<file path="config.mk">
export PLATFORM = sky130hd
export DESIGN_NAME = round_robin_quantum_scheduler_unit_flat
export DESIGN_NICKNAME = d
export VERILOG_FILES = /design/src/rtl/rrqs_pkg.sv /design/src/rtl/rrqs_channels.sv /design/src/rtl/rrqs_datapath.sv /design/src/rtl/rrqs_controller.sv /design/src/rtl/round_robin_quantum_scheduler_unit.sv /design/src/flat_wrapper.sv
export VERILOG_INCLUDE_DIRS = /design/src /design/src/rtl
export SDC_FILE = /design/constraint.sdc
export NUM_CORES = 1
export LEC_CHECK = 0
export BUFFER_PORTS_ARGS = -buffer_cell sky130_fd_sc_hd__clkbuf_2
export CORE_ASPECT_RATIO = 2
export CORE_MARGIN = 3
export CORE_UTILIZATION = 39
export DETAILED_ROUTE_END_ITERATION = 6
export PLACE_DENSITY_LB_ADDON = 0.1
export SLEW_MARGIN = 20
export SYNTH_ARGS = -nofsm -noshare
export SYNTH_HDL_FRONTEND = slang
export SYNTH_SLANG_ARGS = --single-unit
</file>
<file path="constraint.sdc">
create_clock -name clk_i -period 6.45 [get_ports clk_i]
set_clock_uncertainty 0.2 [all_clocks]
set_input_delay 0.645 -clock clk_i [delete_from_list [all_inputs] [get_ports clk_i]]
set_output_delay 0.645 -clock clk_i [all_outputs]
set_load 0.01 [all_outputs]
</file>
<file path="src/rtl/round_robin_quantum_scheduler_unit_defines.svh">
// ----------------------------------------------------------------------------
// Round-robin quantum scheduler assertion macros
// Shared property forms for the scheduler's concurrent checks.
// ----------------------------------------------------------------------------
`ifndef ROUND_ROBIN_QUANTUM_SCHEDULER_UNIT_DEFINES_SVH
`define ROUND_ROBIN_QUANTUM_SCHEDULER_UNIT_DEFINES_SVH

// Same-cycle implication, checked on the rising clock outside reset.
`define RRQS_ASSERT_SAME(label, ante, cons, msg) \
  label: assert property (@(posedge clk_i) disable iff (!rst_ni) (ante) |-> (cons)) \
    else $error(msg);

// Next-cycle implication, checked on the rising clock outside reset.
`define RRQS_ASSERT_NEXT(label, ante, cons, msg) \
  label: assert property (@(posedge clk_i) disable iff (!rst_ni) (ante) |=> (cons)) \
    else $error(msg);

`endif

</file>
<file path="src/rtl/rrqs_pkg.sv">
// ----------------------------------------------------------------------------
// Round-robin quantum scheduler package
// Widths, command codes and the controller/datapath control structs.
// ----------------------------------------------------------------------------
package rrqs_pkg;

  localparam int SlotCountDefault = 8;
  localparam int SlotIdxW         = 3;
  localparam int TimeW            = 16;

  typedef enum logic {
    CmdLoad = 1'b0,
    CmdStep = 1'b1
  } cmd_e;

  // Commands from the controller to the datapath.
  typedef struct packed {
    logic capture;
    logic load_en;
    logic step_en;
  } ctrl_cmd_t;

  // Status from the datapath to the controller.
  typedef struct packed {
    logic cmd_step;
  } dp_sts_t;

endpackage

</file>
<file path="src/rtl/rrqs_channels.sv">
// ----------------------------------------------------------------------------
// Round-robin quantum scheduler channels
// Valid/ready channel interfaces for requests, results and configuration.
// ----------------------------------------------------------------------------
interface rrqs_req_if;
  import rrqs_pkg::*;

  logic                valid;
  logic                ready;
  logic                command;
  logic [SlotIdxW-1:0] slot_index;
  logic [TimeW-1:0]    burst_time;

  modport source (output valid, command, slot_index, burst_time, input ready);
  modport sink   (input valid, command, slot_index, burst_time, output ready);
endinterface

interface rrqs_rsp_if;
  import rrqs_pkg::*;

  logic                valid;
  logic                ready;
  logic [SlotIdxW-1:0] served_slot;
  logic [TimeW-1:0]    run_time;
  logic                job_finished;
  logic                all_idle;

  modport source (output valid, served_slot, run_time, job_finished, all_idle,
                  input ready);
  modport sink   (input valid, served_slot, run_time, job_finished, all_idle,
                  output ready);
endinterface

interface rrqs_cfg_if;
  import rrqs_pkg::*;

  logic             valid;
  logic             ready;
  logic [TimeW-1:0] time_quantum;

  modport source (output valid, time_quantum, input ready);
  modport sink   (input valid, time_quantum, output ready);
endinterface

</file>
<file path="src/rtl/rrqs_datapath.sv">
// ----------------------------------------------------------------------------
// Round-robin quantum scheduler datapath
// Slot times, turn pointer, quantum register, rotating pick and result register.
// ----------------------------------------------------------------------------
module rrqs_datapath #(
  parameter int SLOT_COUNT = rrqs_pkg::SlotCountDefault
) (
  input  logic                               clk_i,
  input  logic                               rst_ni,
  input  rrqs_pkg::ctrl_cmd_t                cmd_i,
  output rrqs_pkg::dp_sts_t                  sts_o,
  input  logic                               req_command_i,
  input  logic [rrqs_pkg::SlotIdxW-1:0]      req_slot_index_i,
  input  logic [rrqs_pkg::TimeW-1:0]         req_burst_time_i,
  input  logic                               cfg_we_i,
  input  logic [rrqs_pkg::TimeW-1:0]         cfg_time_quantum_i,
  output logic [rrqs_pkg::TimeW-1:0]         quantum_o,
  output logic [rrqs_pkg::SlotIdxW-1:0]      served_slot_o,
  output logic [rrqs_pkg::TimeW-1:0]         run_time_o,
  output logic                               job_finished_o,
  output logic                               all_idle_o
);
  import rrqs_pkg::*;

  localparam int PtrW = (SLOT_COUNT > 1) ? $clog2(SLOT_COUNT) : 1;
  localparam logic [PtrW-1:0] LastSlot = PtrW'(SLOT_COUNT - 1);

  // Lowest set bit of a slot vector.
  function automatic logic [PtrW-1:0] first_set(input logic [SLOT_COUNT-1:0] vec);
    logic [PtrW-1:0] idx;
    idx = '0;
    for (int k = SLOT_COUNT - 1; k >= 0; k--) begin
      if (vec[k]) begin
        idx = PtrW'(k);
      end
    end
    return idx;
  endfunction

  logic [TimeW-1:0]    remaining_q [SLOT_COUNT];
  logic [PtrW-1:0]     pointer_q;
  logic [TimeW-1:0]    quantum_q;
  logic                command_q;
  logic [SlotIdxW-1:0] slot_index_q;
  logic [TimeW-1:0]    burst_time_q;

  logic [SLOT_COUNT-1:0] busy;
  logic [SLOT_COUNT-1:0] upper;
  logic                  any_busy;
  logic [PtrW-1:0]       sel;
  logic [TimeW-1:0]      sel_rem;
  logic                  fin;
  logic [TimeW-1:0]      run;
  logic                  load_hit;

  // Rotating priority: first busy slot at or above the pointer, else the
  // first busy slot from the bottom.
  always_comb begin
    for (int k = 0; k < SLOT_COUNT; k++) begin
      busy[k]  = (remaining_q[k] != '0);
      upper[k] = busy[k] && (PtrW'(k) >= pointer_q);
    end
    any_busy = |busy;
    sel      = (|upper) ? first_set(upper) : first_set(busy);
    sel_rem  = remaining_q[sel];
    fin      = (sel_rem <= quantum_q);
    run      = fin ? sel_rem : quantum_q;
    load_hit = (int'(slot_index_q) < SLOT_COUNT);
  end

  assign sts_o.cmd_step = (command_q == CmdStep);
  assign quantum_o      = quantum_q;

  always_ff @(posedge clk_i) begin
    if (cmd_i.capture) begin
      command_q    <= req_command_i;
      slot_index_q <= req_slot_index_i;
      burst_time_q <= req_burst_time_i;
    end
    if (cmd_i.step_en) begin
      served_slot_o  <= any_busy ? SlotIdxW'(sel) : '0;
      run_time_o     <= any_busy ? run : '0;
      job_finished_o <= any_busy && fin;
      all_idle_o     <= !any_busy;
    end
  end

  always_ff @(posedge clk_i or negedge rst_ni) begin
    if (!rst_ni) begin
      for (int k = 0; k < SLOT_COUNT; k++) begin
        remaining_q[k] <= '0;
      end
      pointer_q <= '0;
      quantum_q <= TimeW'(1);
    end else begin
      if (cfg_we_i) begin
        quantum_q <= (cfg_time_quantum_i == '0) ? TimeW'(1) : cfg_time_quantum_i;
      end
      if (cmd_i.load_en && load_hit) begin
        remaining_q[PtrW'(slot_index_q)] <= burst_time_q;
      end
      if (cmd_i.step_en && any_busy) begin
        remaining_q[sel] <= fin ? '0 : sel_rem - quantum_q;
        pointer_q        <= (sel == LastSlot) ? '0 : sel + PtrW'(1);
      end
    end
  end

endmodule

</file>
<file path="src/rtl/rrqs_controller.sv">
// ----------------------------------------------------------------------------
// Round-robin quantum scheduler controller
// Request capture, execute sequencing and result valid tracking.
// ----------------------------------------------------------------------------
module rrqs_controller (
  input  logic                clk_i,
  input  logic                rst_ni,
  input  logic                in_valid_i,
  output logic                in_ready_o,
  output logic                out_valid_o,
  input  logic                out_ready_i,
  input  rrqs_pkg::dp_sts_t   sts_i,
  output rrqs_pkg::ctrl_cmd_t cmd_o
);
  import rrqs_pkg::*;

  typedef enum logic {
    StIdle,
    StExec
  } state_e;

  state_e state_q;
  logic   out_valid_q;
  logic   out_free;

  assign out_free    = !out_valid_q || out_ready_i;
  assign in_ready_o  = (state_q == StIdle);
  assign out_valid_o = out_valid_q;

  always_comb begin
    cmd_o.capture = (state_q == StIdle) && in_valid_i;
    cmd_o.load_en = (state_q == StExec) && !sts_i.cmd_step;
    cmd_o.step_en = (state_q == StExec) && sts_i.cmd_step && out_free;
  end

  always_ff @(posedge clk_i or negedge rst_ni) begin
    if (!rst_ni) begin
      state_q     <= StIdle;
      out_valid_q <= 1'b0;
    end else begin
      // A step that finds the result register free fills it.
      if (cmd_o.step_en) begin
        out_valid_q <= 1'b1;
      end else if (out_valid_q && out_ready_i) begin
        out_valid_q <= 1'b0;
      end
      unique case (state_q)
        StIdle: begin
          if (in_valid_i) begin
            state_q <= StExec;
          end
        end
        StExec: begin
          if (!sts_i.cmd_step) begin
            state_q <= StIdle;
          end else if (out_free) begin
            state_q <= StIdle;
          end
        end
        default: begin
          state_q <= StIdle;
        end
      endcase
    end
  end

endmodule

</file>
<file path="src/rtl/round_robin_quantum_scheduler_unit.sv">
// ----------------------------------------------------------------------------
// Round-robin quantum scheduler unit
// Top level joining the scheduler controller and datapath to the channels.
// ----------------------------------------------------------------------------
// The block takes requests on req_i. A load request writes one slot's
// remaining time and gives no result. A step request picks the next busy slot
// in circular order from the turn pointer, grants it the quantum or its
// remaining time, whichever is smaller, and returns one result on rsp_o.
// The user must see that the quantum is written on cfg_i only while the block
// is idle; the block itself does not enforce this. Zero is taken as one.
// Each request passes through a capture state that registers it and an
// execute state in which the datapath performs the pick and update. A step's
// result is loaded into the output register, and rsp_o.valid rises, as the step
// leaves the execute state. No new request is accepted until then.
// A finished result waits in the output register while the next request is
// accepted. If that next request is a step and the receiver still stalls,
// the controller holds in its execute state until the result register frees.
// Reset clears all slot times, the turn pointer and any pending result, and
// sets the quantum to one.
// ----------------------------------------------------------------------------
`include "round_robin_quantum_scheduler_unit_defines.svh"

module round_robin_quantum_scheduler_unit #(
  parameter int SLOT_COUNT = rrqs_pkg::SlotCountDefault
) (
  input logic clk_i,
  input logic rst_ni,
  rrqs_cfg_if.sink   cfg_i,
  rrqs_req_if.sink   req_i,
  rrqs_rsp_if.source rsp_o
);
  import rrqs_pkg::*;

  ctrl_cmd_t        ctrl_cmd;
  dp_sts_t          dp_sts;
  logic [TimeW-1:0] quantum;

  // Configuration writes must only be made while idle (not enforced); all are taken.
  assign cfg_i.ready = 1'b1;

  rrqs_controller u_ctrl (
    .clk_i       (clk_i),
    .rst_ni      (rst_ni),
    .in_valid_i  (req_i.valid),
    .in_ready_o  (req_i.ready),
    .out_valid_o (rsp_o.valid),
    .out_ready_i (rsp_o.ready),
    .sts_i       (dp_sts),
    .cmd_o       (ctrl_cmd)
  );

  rrqs_datapath #(
    .SLOT_COUNT (SLOT_COUNT)
  ) u_dp (
    .clk_i              (clk_i),
    .rst_ni             (rst_ni),
    .cmd_i              (ctrl_cmd),
    .sts_o              (dp_sts),
    .req_command_i      (req_i.command),
    .req_slot_index_i   (req_i.slot_index),
    .req_burst_time_i   (req_i.burst_time),
    .cfg_we_i           (cfg_i.valid),
    .cfg_time_quantum_i (cfg_i.time_quantum),
    .quantum_o          (quantum),
    .served_slot_o      (rsp_o.served_slot),
    .run_time_o         (rsp_o.run_time),
    .job_finished_o     (rsp_o.job_finished),
    .all_idle_o         (rsp_o.all_idle)
  );

  // A served slot always gets at least one time unit; only an idle turn gets none.
  `RRQS_ASSERT_SAME(a_run_time_idle, rsp_o.valid,
                    (rsp_o.run_time == '0) == rsp_o.all_idle,
                    "run time and idle flag disagree")

  // An idle turn reports slot zero and no finished job.
  `RRQS_ASSERT_SAME(a_idle_fields, rsp_o.valid && rsp_o.all_idle,
                    !rsp_o.job_finished && (rsp_o.served_slot == '0),
                    "idle result carries a served slot")

  // An accepted request occupies the execute cycle, so no request is taken next.
  `RRQS_ASSERT_NEXT(a_one_at_a_time, req_i.valid && req_i.ready, !req_i.ready,
                    "request accepted during execute")

  // A granted run never exceeds the quantum in force.
  `RRQS_ASSERT_SAME(a_run_in_quantum, rsp_o.valid, rsp_o.run_time <= quantum,
                    "run time above quantum")

endmodule
</file>
<file path="src/flat_wrapper.sv">
// flat-port wrapper written by rule: the top's interface ports become plain ports
module round_robin_quantum_scheduler_unit_flat import rrqs_pkg::*;
#(
  parameter int SLOT_COUNT = rrqs_pkg::SlotCountDefault
)
  (clk_i, rst_ni, cfg_i_valid, cfg_i_time_quantum, cfg_i_ready, req_i_valid, req_i_command, req_i_slot_index, req_i_burst_time, req_i_ready, rsp_o_valid, rsp_o_served_slot, rsp_o_run_time, rsp_o_job_finished, rsp_o_all_idle, rsp_o_ready);
  rrqs_cfg_if cfg_i_i ();
  rrqs_req_if req_i_i ();
  rrqs_rsp_if rsp_o_i ();
  input logic clk_i;
  input logic rst_ni;
  input wire logic [$bits(cfg_i_i.valid)-1:0] cfg_i_valid;
  input wire logic [$bits(cfg_i_i.time_quantum)-1:0] cfg_i_time_quantum;
  output wire logic [$bits(cfg_i_i.ready)-1:0] cfg_i_ready;
  input wire logic [$bits(req_i_i.valid)-1:0] req_i_valid;
  input wire logic [$bits(req_i_i.command)-1:0] req_i_command;
  input wire logic [$bits(req_i_i.slot_index)-1:0] req_i_slot_index;
  input wire logic [$bits(req_i_i.burst_time)-1:0] req_i_burst_time;
  output wire logic [$bits(req_i_i.ready)-1:0] req_i_ready;
  output wire logic [$bits(rsp_o_i.valid)-1:0] rsp_o_valid;
  output wire logic [$bits(rsp_o_i.served_slot)-1:0] rsp_o_served_slot;
  output wire logic [$bits(rsp_o_i.run_time)-1:0] rsp_o_run_time;
  output wire logic [$bits(rsp_o_i.job_finished)-1:0] rsp_o_job_finished;
  output wire logic [$bits(rsp_o_i.all_idle)-1:0] rsp_o_all_idle;
  input wire logic [$bits(rsp_o_i.ready)-1:0] rsp_o_ready;
  assign cfg_i_i.valid = cfg_i_valid;
  assign cfg_i_i.time_quantum = cfg_i_time_quantum;
  assign cfg_i_ready = cfg_i_i.ready;
  assign req_i_i.valid = req_i_valid;
  assign req_i_i.command = req_i_command;
  assign req_i_i.slot_index = req_i_slot_index;
  assign req_i_i.burst_time = req_i_burst_time;
  assign req_i_ready = req_i_i.ready;
  assign rsp_o_valid = rsp_o_i.valid;
  assign rsp_o_served_slot = rsp_o_i.served_slot;
  assign rsp_o_run_time = rsp_o_i.run_time;
  assign rsp_o_job_finished = rsp_o_i.job_finished;
  assign rsp_o_all_idle = rsp_o_i.all_idle;
  assign rsp_o_i.ready = rsp_o_ready;
  round_robin_quantum_scheduler_unit #(.SLOT_COUNT(SLOT_COUNT)) u_core (.clk_i(clk_i), .rst_ni(rst_ni), .cfg_i(cfg_i_i), .req_i(req_i_i), .rsp_o(rsp_o_i));
endmodule
</file>
==> results of run 1 <==
state kept, by name (all words and copies together) (netlist names), 3 cells and up:
name                       count
u_core.u_dp.remaining_q      128
u_core.u_dp.burst_time_q      16
u_core.u_dp.quantum_o         16
u_core.u_dp.run_time_o        16
u_core.u_dp.pointer_q          3
u_core.u_dp.served_slot_o      3
u_core.u_dp.slot_index_q       3
timing repair:
action | in CTS | in global routing
hold endpoints to repair | 43 | 0
endpoints found under the setup margin | 0 | 42
hold buffers | 1 | 0
resized for setup | 0 | 2
metal layers:
layer  vias up  GRT usage, %
met3        88         3.191
met1      4922         31.06
met5         -             0
li1       4564             -
met4         0         12.80
met2       303         50.56
cell usage after synthesis (4+ instances only):
| cell | n | area, µm² |
|---|---|---|
| o2bb2ai_1 | 6 | 52.55 |
| buf_2 | 29 | 145.1 |
| a221oi_1 | 7 | 61.31 |
| a2111o_1 | 6 | 67.56 |
| dfrtp_1 | 148 | 3704 |
| mux2i_1 | 85 | 850.8 |
| nor4_2 | 4 | 50.05 |
| nand4_1 | 12 | 75.07 |
| ha_1 | 18 | 225.2 |
| nor2b_1 | 15 | 93.84 |
| nor3_1 | 30 | 150.1 |
| and4_1 | 7 | 61.31 |
| o21a_1 | 7 | 52.55 |
| or3_1 | 4 | 25.02 |
| nor3b_1 | 5 | 37.54 |
| o221ai_1 | 6 | 52.55 |
| inv_1 | 34 | 127.6 |
| o21ai_1 | 40 | 200.2 |
| a41oi_1 | 7 | 61.31 |
| a211oi_1 | 13 | 97.59 |
| and3_1 | 13 | 81.33 |
| xnor2_1 | 6 | 52.55 |
| buf_4 | 6 | 45.04 |
| edfxtp_1 | 41 | 1231 |
| o22ai_1 | 8 | 50.05 |
| a21o_1 | 4 | 30.03 |
| nor2_1 | 72 | 270.3 |
| a21oi_1 | 81 | 405.4 |
| mux2_2 | 75 | 844.6 |
| buf_1 | 7 | 26.28 |
| nand2_1 | 128 | 480.5 |
| o31ai_1 | 5 | 37.54 |
| nand3_1 | 15 | 75.07 |
| nand3b_1 | 4 | 30.03 |
| o21ai_0 | 66 | 330.3 |
| a32oi_1 | 5 | 43.79 |
| nor4_1 | 37 | 231.5 |
| a32o_1 | 6 | 60.06 |
| clkbuf_1 | 33 | 123.9 |
worst max-delay path: cells and delay by family, from the launching register on:
family | cells | cell delay (ps)
AO/OA/AOI/OAI | 10 | 2020
AND/OR/NAND/NOR | 6 | 1210
buffers and inverters | 6 | 1090
adder cells (fa/ha/maj) | 2 | 610
flip-flops | 1 | 420
multiplexers | 1 | 300
worst max-delay path by stage:
stage                                start                           end  depth (start not counted)
2_1_floorplan  u_core.u_dp.remaining_q[83]   u_core.u_dp.remaining_q[94]                         22
3_3_place_gp   u_core.u_dp.remaining_q[35]  u_core.u_dp.remaining_q[106]                         24
3_5_place_dp   u_core.u_dp.remaining_q[35]  u_core.u_dp.remaining_q[106]                         24
4_1_cts        u_core.u_dp.remaining_q[35]  u_core.u_dp.remaining_q[106]                         24
5_1_grt        u_core.u_dp.remaining_q[77]   u_core.u_dp.remaining_q[58]                         22
6_report        u_core.u_dp.remaining_q[8]  u_core.u_dp.remaining_q[106]                         25
kinds of logic after synthesis:
family          count (synthesis)  share of synthesized area [%]
compound gates                285                          15.92
xor+xnor                        6                         0.4747
mux                           164                          15.75
flops                         190                          44.81
fa+ha+maj                      19                          2.215
other cells                     1                        0.03387
simple gates                  361                          16.16
buf+inv                       114                          4.623
area by class of cell:
class / instances / area, µm² / share of cell area, %
Multi-Input combinational cell: 836 / 5652 / 41.75
Sequential cell: 190 / 4961 / 36.65
Timing Repair Buffer: 241 / 1777 / 13.13
Tap cell: 352 / 440.4 / 3.254
Clock buffer: 19 / 432.9 / 3.198
Inverter: 36 / 137.6 / 1.017
Clock inverter: 12 / 136.4 / 1.007
cells in the final DEF, fill, tap and decap left out, types with 5 or more instances in the layout:
cell type and n:
o2bb2ai_1 6, edfxtp_1 41, dfrtp_1 148, nor2_1 71
nand4_1 12, a32o_1 6, clkbuf_2 62, a221oi_1 7
o21ai_1 40, nand2_1 128, o221ai_1 6, o22ai_1 8
a2111o_1 6, a211oi_1 13, xnor2_1 6, nor4_1 34
and4_1 7, nor2b_1 13, and3_1 13, ha_1 18
a32oi_1 5, buf_4 167, buf_12 9, o21a_1 7
o31ai_1 5, a41oi_1 7, nor4_2 7, nand3_1 15
mux2_2 75, nor3_1 30, mux2i_1 85, inv_1 34
a21oi_1 81, clkbuf_16 17, o21ai_0 66
metrics by stage:
step / setup slack [ps] / hold WS [ps]
after floorplan: 1041 / 149.4
after CTS: 277.6 / 140.1
after detailed placement: 318.5 / 324.6
after global placement: 299.7 / 312.8
after global routing: 29.86 / 144.7
final: 413.7 / 162.0
==> out/results.ini, run 1 <==
[outcome]
status = finished clean

[drt]
wl_per_cell_um = 24.74
ant_nets = 0
top_layer_used = met4
drt-total-wl_um = 41710
route.met3.wl_um = 1290
drc_errors = 0
wl_met2_um = 22530
met1_length_um = 15860
drt_iter0_drc = 689
first_pass_iters = 6
vias_per_cell = 5.858
vias = 9877

[grt]
antenna_found_initial = 0
grt_overflow = 0
grt_pass1_wl_um = 62540
grt_max_degree = 67
grt_pass1_vias = 9935
grt.total_usage_pct = 27.35

[die]
std_cell_rows = 86
fp.dieH_um = 244.3
pin_count = 65
core_area_mm2 = 0.02776
die-area_mm2 = 0.03057
die_w_um = 125.1
start_util_pct = 39.88

[cts]
clock_sinks = 190
cts.path.max_buffers = 2
postCtsSetupBuffers = 0
numCtsBuffers = 17
clock_latency_ps = 460
path_clk_slew_ps = 80
cts_tree = built
htreeDepth = 4
clock_tree.root_cell = clkbuf_16

[layout]
instances_no_fill = 1686
antenna_cells = 0
final_nets = 1382
drive_gt1_share_pct = 27.74
area_growth_pct = 22.28
final_area_mm2 = 0.01354
fin_util_pct = 48.76
nFillCells = 2696

[logic_synthesis]
syn_area_mm2 = 0.01107
synth_flop_cell = dfrtp_1
postSynthAreaPerCell_um2 = 9.711
synth_nets = 1200
yosysSeqAreaShare_pct = 44.81
synth_cells = 1140
synth-edff-count = 41
synth_seq_cells = 190
synth_cell_types = 70
async_reset_ff_share_pct = 78.42
ys_warn_count = 0

[min_path]
worstHoldStart = req_i_burst_time[4]
worstHoldPathType = input port to flop
min_path_cells = 1
min_to = u_core.u_dp.burst_time_q[4]

[placement]
place_inst = 1654
portBuffers = 63
place_area_mm2 = 0.01294
routabilityCongestion = 0.9315
hpwlAfterDp_um = 31890

[timing]
finalMaxSlewViolations = 0
fmax_ghz = 0.1657
max_slew_margin_pct = 26.79
finalHoldViolations = 0
finalSetupViolations = 0
min_period_ps = 6036
fin_setup_tns_ps = 0
worst_pin_slew_ps = 1098
rsz0062_at_grt = false
finalCritPeriodShare_pct = 93.59

[run]
cap_violations = 0

[setup_path]
endpoint_kind = flop
timing.rr.start = u_core.u_dp.remaining_q[8]
cp_max_fo = 8
worstPathArrival_ps = 6160
cp.required_ps = 6570
crit_top_cell = buf_4
crit_slowest_cell = nor4_1
cp-start-kind = flop
path_class = flop to flop
cpPeakStageDelay_ps = 500
r2r-end = u_core.u_dp.remaining_q[106]
reg2reg_depth = 25
r2r_slack_ps = 410

Power of run 1 is not shown: default switching activity piles up to over one toggle a cycle in this logic, so the estimate is an artifact.
==> run 2: changes to the inputs <==
--- a/config.mk
+++ b/config.mk
@@ -9,9 +9,10 @@
 export BUFFER_PORTS_ARGS = -buffer_cell sky130_fd_sc_hd__clkbuf_2
 export CORE_ASPECT_RATIO = 2
 export CORE_MARGIN = 3
-export CORE_UTILIZATION = 39
+export CORE_UTILIZATION = 30
 export DETAILED_ROUTE_END_ITERATION = 6
 export PLACE_DENSITY_LB_ADDON = 0.1
+export RECOVER_POWER = 50
 export SLEW_MARGIN = 20
 export SYNTH_ARGS = -nofsm -noshare
 export SYNTH_HDL_FRONTEND = slang
==> run 2 against run 1 <==
  * Wire length is 8.2% higher
  * Critical path depth down 5
  * Die area rose by 29%
  * First-iteration DRC count fell by 6.2%
  * The flow now finishes with violations (max-capacitance violations, max-slew violations)
  * Highest routed layer unchanged
==> out/results.ini, run 2 (synthesized netlist as in run 1, its figures left out) <==
[setup_path]
crit_slowest_cell = nor4_1
path_class = flop to flop
timing.rr.start = u_core.u_dp.remaining_q[75]
cpPeakStageDelay_ps = 610
cp_max_fo = 10
cp.required_ps = 6630
worstPathArrival_ps = 6370
r2r_slack_ps = 260
endpoint_kind = flop
r2r-end = u_core.u_dp.remaining_q[44]
cp-start-kind = flop
reg2reg_depth = 20
path_cells = nor4_1 -> buf_4 -> and4_1 -> o311ai_1 -> a221oi_2 -> nor2_4 -> nor2_1 -> a22oi_1 -> and3_1 -> ha_1 -> fa_1 -> nor2b_1 -> o21ai_1 -> a21boi_1 -> o211ai_1 -> a211oi_1 -> o21ai_1 -> buf_4 -> or3_1 -> o21ai_0

[die]
die-area_mm2 = 0.03938
start_util_pct = 30.71
die_w_um = 141.8
pin_count = 65
fp.dieH_um = 277.7
core_area_mm2 = 0.03605
std_cell_rows = 98

[placement]
routabilityCongestion = 0.9913
hpwlAfterDp_um = 34320
portBuffers = 63
place_inst = 1714

[timing]
rsz0062_at_grt = false
fin_setup_tns_ps = 0
finalMaxSlewViolations = 120
worst_pin_slew_ps = 4938
fmax_ghz = 0.1615
finalSetupViolations = 0
min_period_ps = 6191
finalCritPeriodShare_pct = 95.99
finalHoldViolations = 0
max_slew_margin_pct = -229.2

[grt]
groute.layer.met1.usage_pct = 25.73
grt.total_usage_pct = 23.04
antenna_found_initial = 0
grt_util_met3_pct = 2.329
use_met2_pct = 43.46
grt_pass1_vias = 9583
grt_overflow = 0
busiest_layer = met2
grt_max_degree = 96
grt_pass1_wl_um = 66320

[layout]
drive_gt1_share_pct = 23.61
antenna_cells = 0
nFillCells = 3689
final_common_cell = dfrtp_1
area_growth_pct = 20.08
final_cell_mix = 148 x dfrtp_1, 129 x buf_4, 128 x nand2_1, 85 x mux2i_1, 81 x a21oi_1
final_nets = 1343
largest_reg_flops = 128
instances_no_fill = 1746
top_register = u_core.u_dp.remaining_q

[run]
cap_violations = 2

[cts]
cts.path.max_buffers = 2
numCtsBuffers = 17
path_clk_slew_ps = 90
clock_latency_ps = 470
htreeDepth = 4
clock_tree.root_cell = clkbuf_16
clock_sinks = 190
cts_tree = built

[min_path]
worstHoldStart = req_i_burst_time[8]
worstHoldPathType = input port to flop
min_path_cells = 1
min_to = u_core.u_dp.burst_time_q[8]

[drt]
wl_per_cell_um = 25.86
drt_iter0_drc = 646
ant_nets = 0
drt-total-wl_um = 45140
vias = 9561
drc_errors = 0
first_pass_iters = 5
vias_per_cell = 5.476

[outcome]
status = finished with violations
violations = max-capacitance violations, max-slew violations

## run 2: how the worst max path moves through the flow
stage	startpoint	end	slack [ps]	depth (start not counted)
after floorplan	u_core.u_dp.remaining_q[83]	u_core.u_dp.remaining_q[94]	1040	22
after global placement	u_core.u_dp.remaining_q[107]	u_core.u_dp.remaining_q[108]	190	19
after detailed placement	u_core.u_dp.remaining_q[107]	u_core.u_dp.remaining_q[42]	200	23
after CTS	u_core.u_dp.remaining_q[107]	u_core.u_dp.remaining_q[42]	130	23
after global routing	u_core.u_dp.remaining_q[107]	u_core.u_dp.remaining_q[94]	10	22
final	u_core.u_dp.remaining_q[75]	u_core.u_dp.remaining_q[44]	260	20
## run 2: cell type report
| cell class | count | area, µm² | area share, % |
|---|---|---|---|
| multi-input combinational | 836 | 5649 | 42.49 |
| sequential | 190 | 4961 | 37.32 |
| timing repair buffer | 202 | 1411 | 10.62 |
| tap | 450 | 563.0 | 4.235 |
| clock buffer | 17 | 425.4 | 3.200 |
| clock inverter | 15 | 146.4 | 1.101 |
| inverter | 36 | 137.6 | 1.035 |
## run 2: critical path: cells and delay by family, from the launching register on
kind | cells | cell delay [ps]
buffers and inverters | 2 | 410
AOI/OAI and AO/OA | 9 | 2060
DFF | 1 | 470
and+or+nand+nor | 7 | 2290
adders and majority gates | 2 | 640
## run 2: repair_timing
action / CTS / global route
endpoints found under the setup margin: 0 / 92
hold buffers: 0 / 0
setup buffers: 0 / 0
resized for setup: 0 / 2
## run 2: layer usage
metal / share of wire, % / vias to the layer above
met3: 2.7 / 79
met1: 38 / 4752
met2: 55 / 256
met5: 0 / -
li1: - / 4474
met4: 4.4 / 0
## run 2: stage by stage
stage	setup WS (ps)	hold slack, ps	util, %	cell area, µm²
2_1_floorplan	1041	149.4	-	11070
3_3_place_gp	187.7	316.6	35.38	12750
5_1_grt	14.93	129.4	36.88	13290
3_5_place_dp	198.6	321.0	35.38	12750
6_report	258.7	145.5	36.88	13290
4_1_cts	125.9	123.5	36.96	13330
Power of run 2 is left out for the same reason.
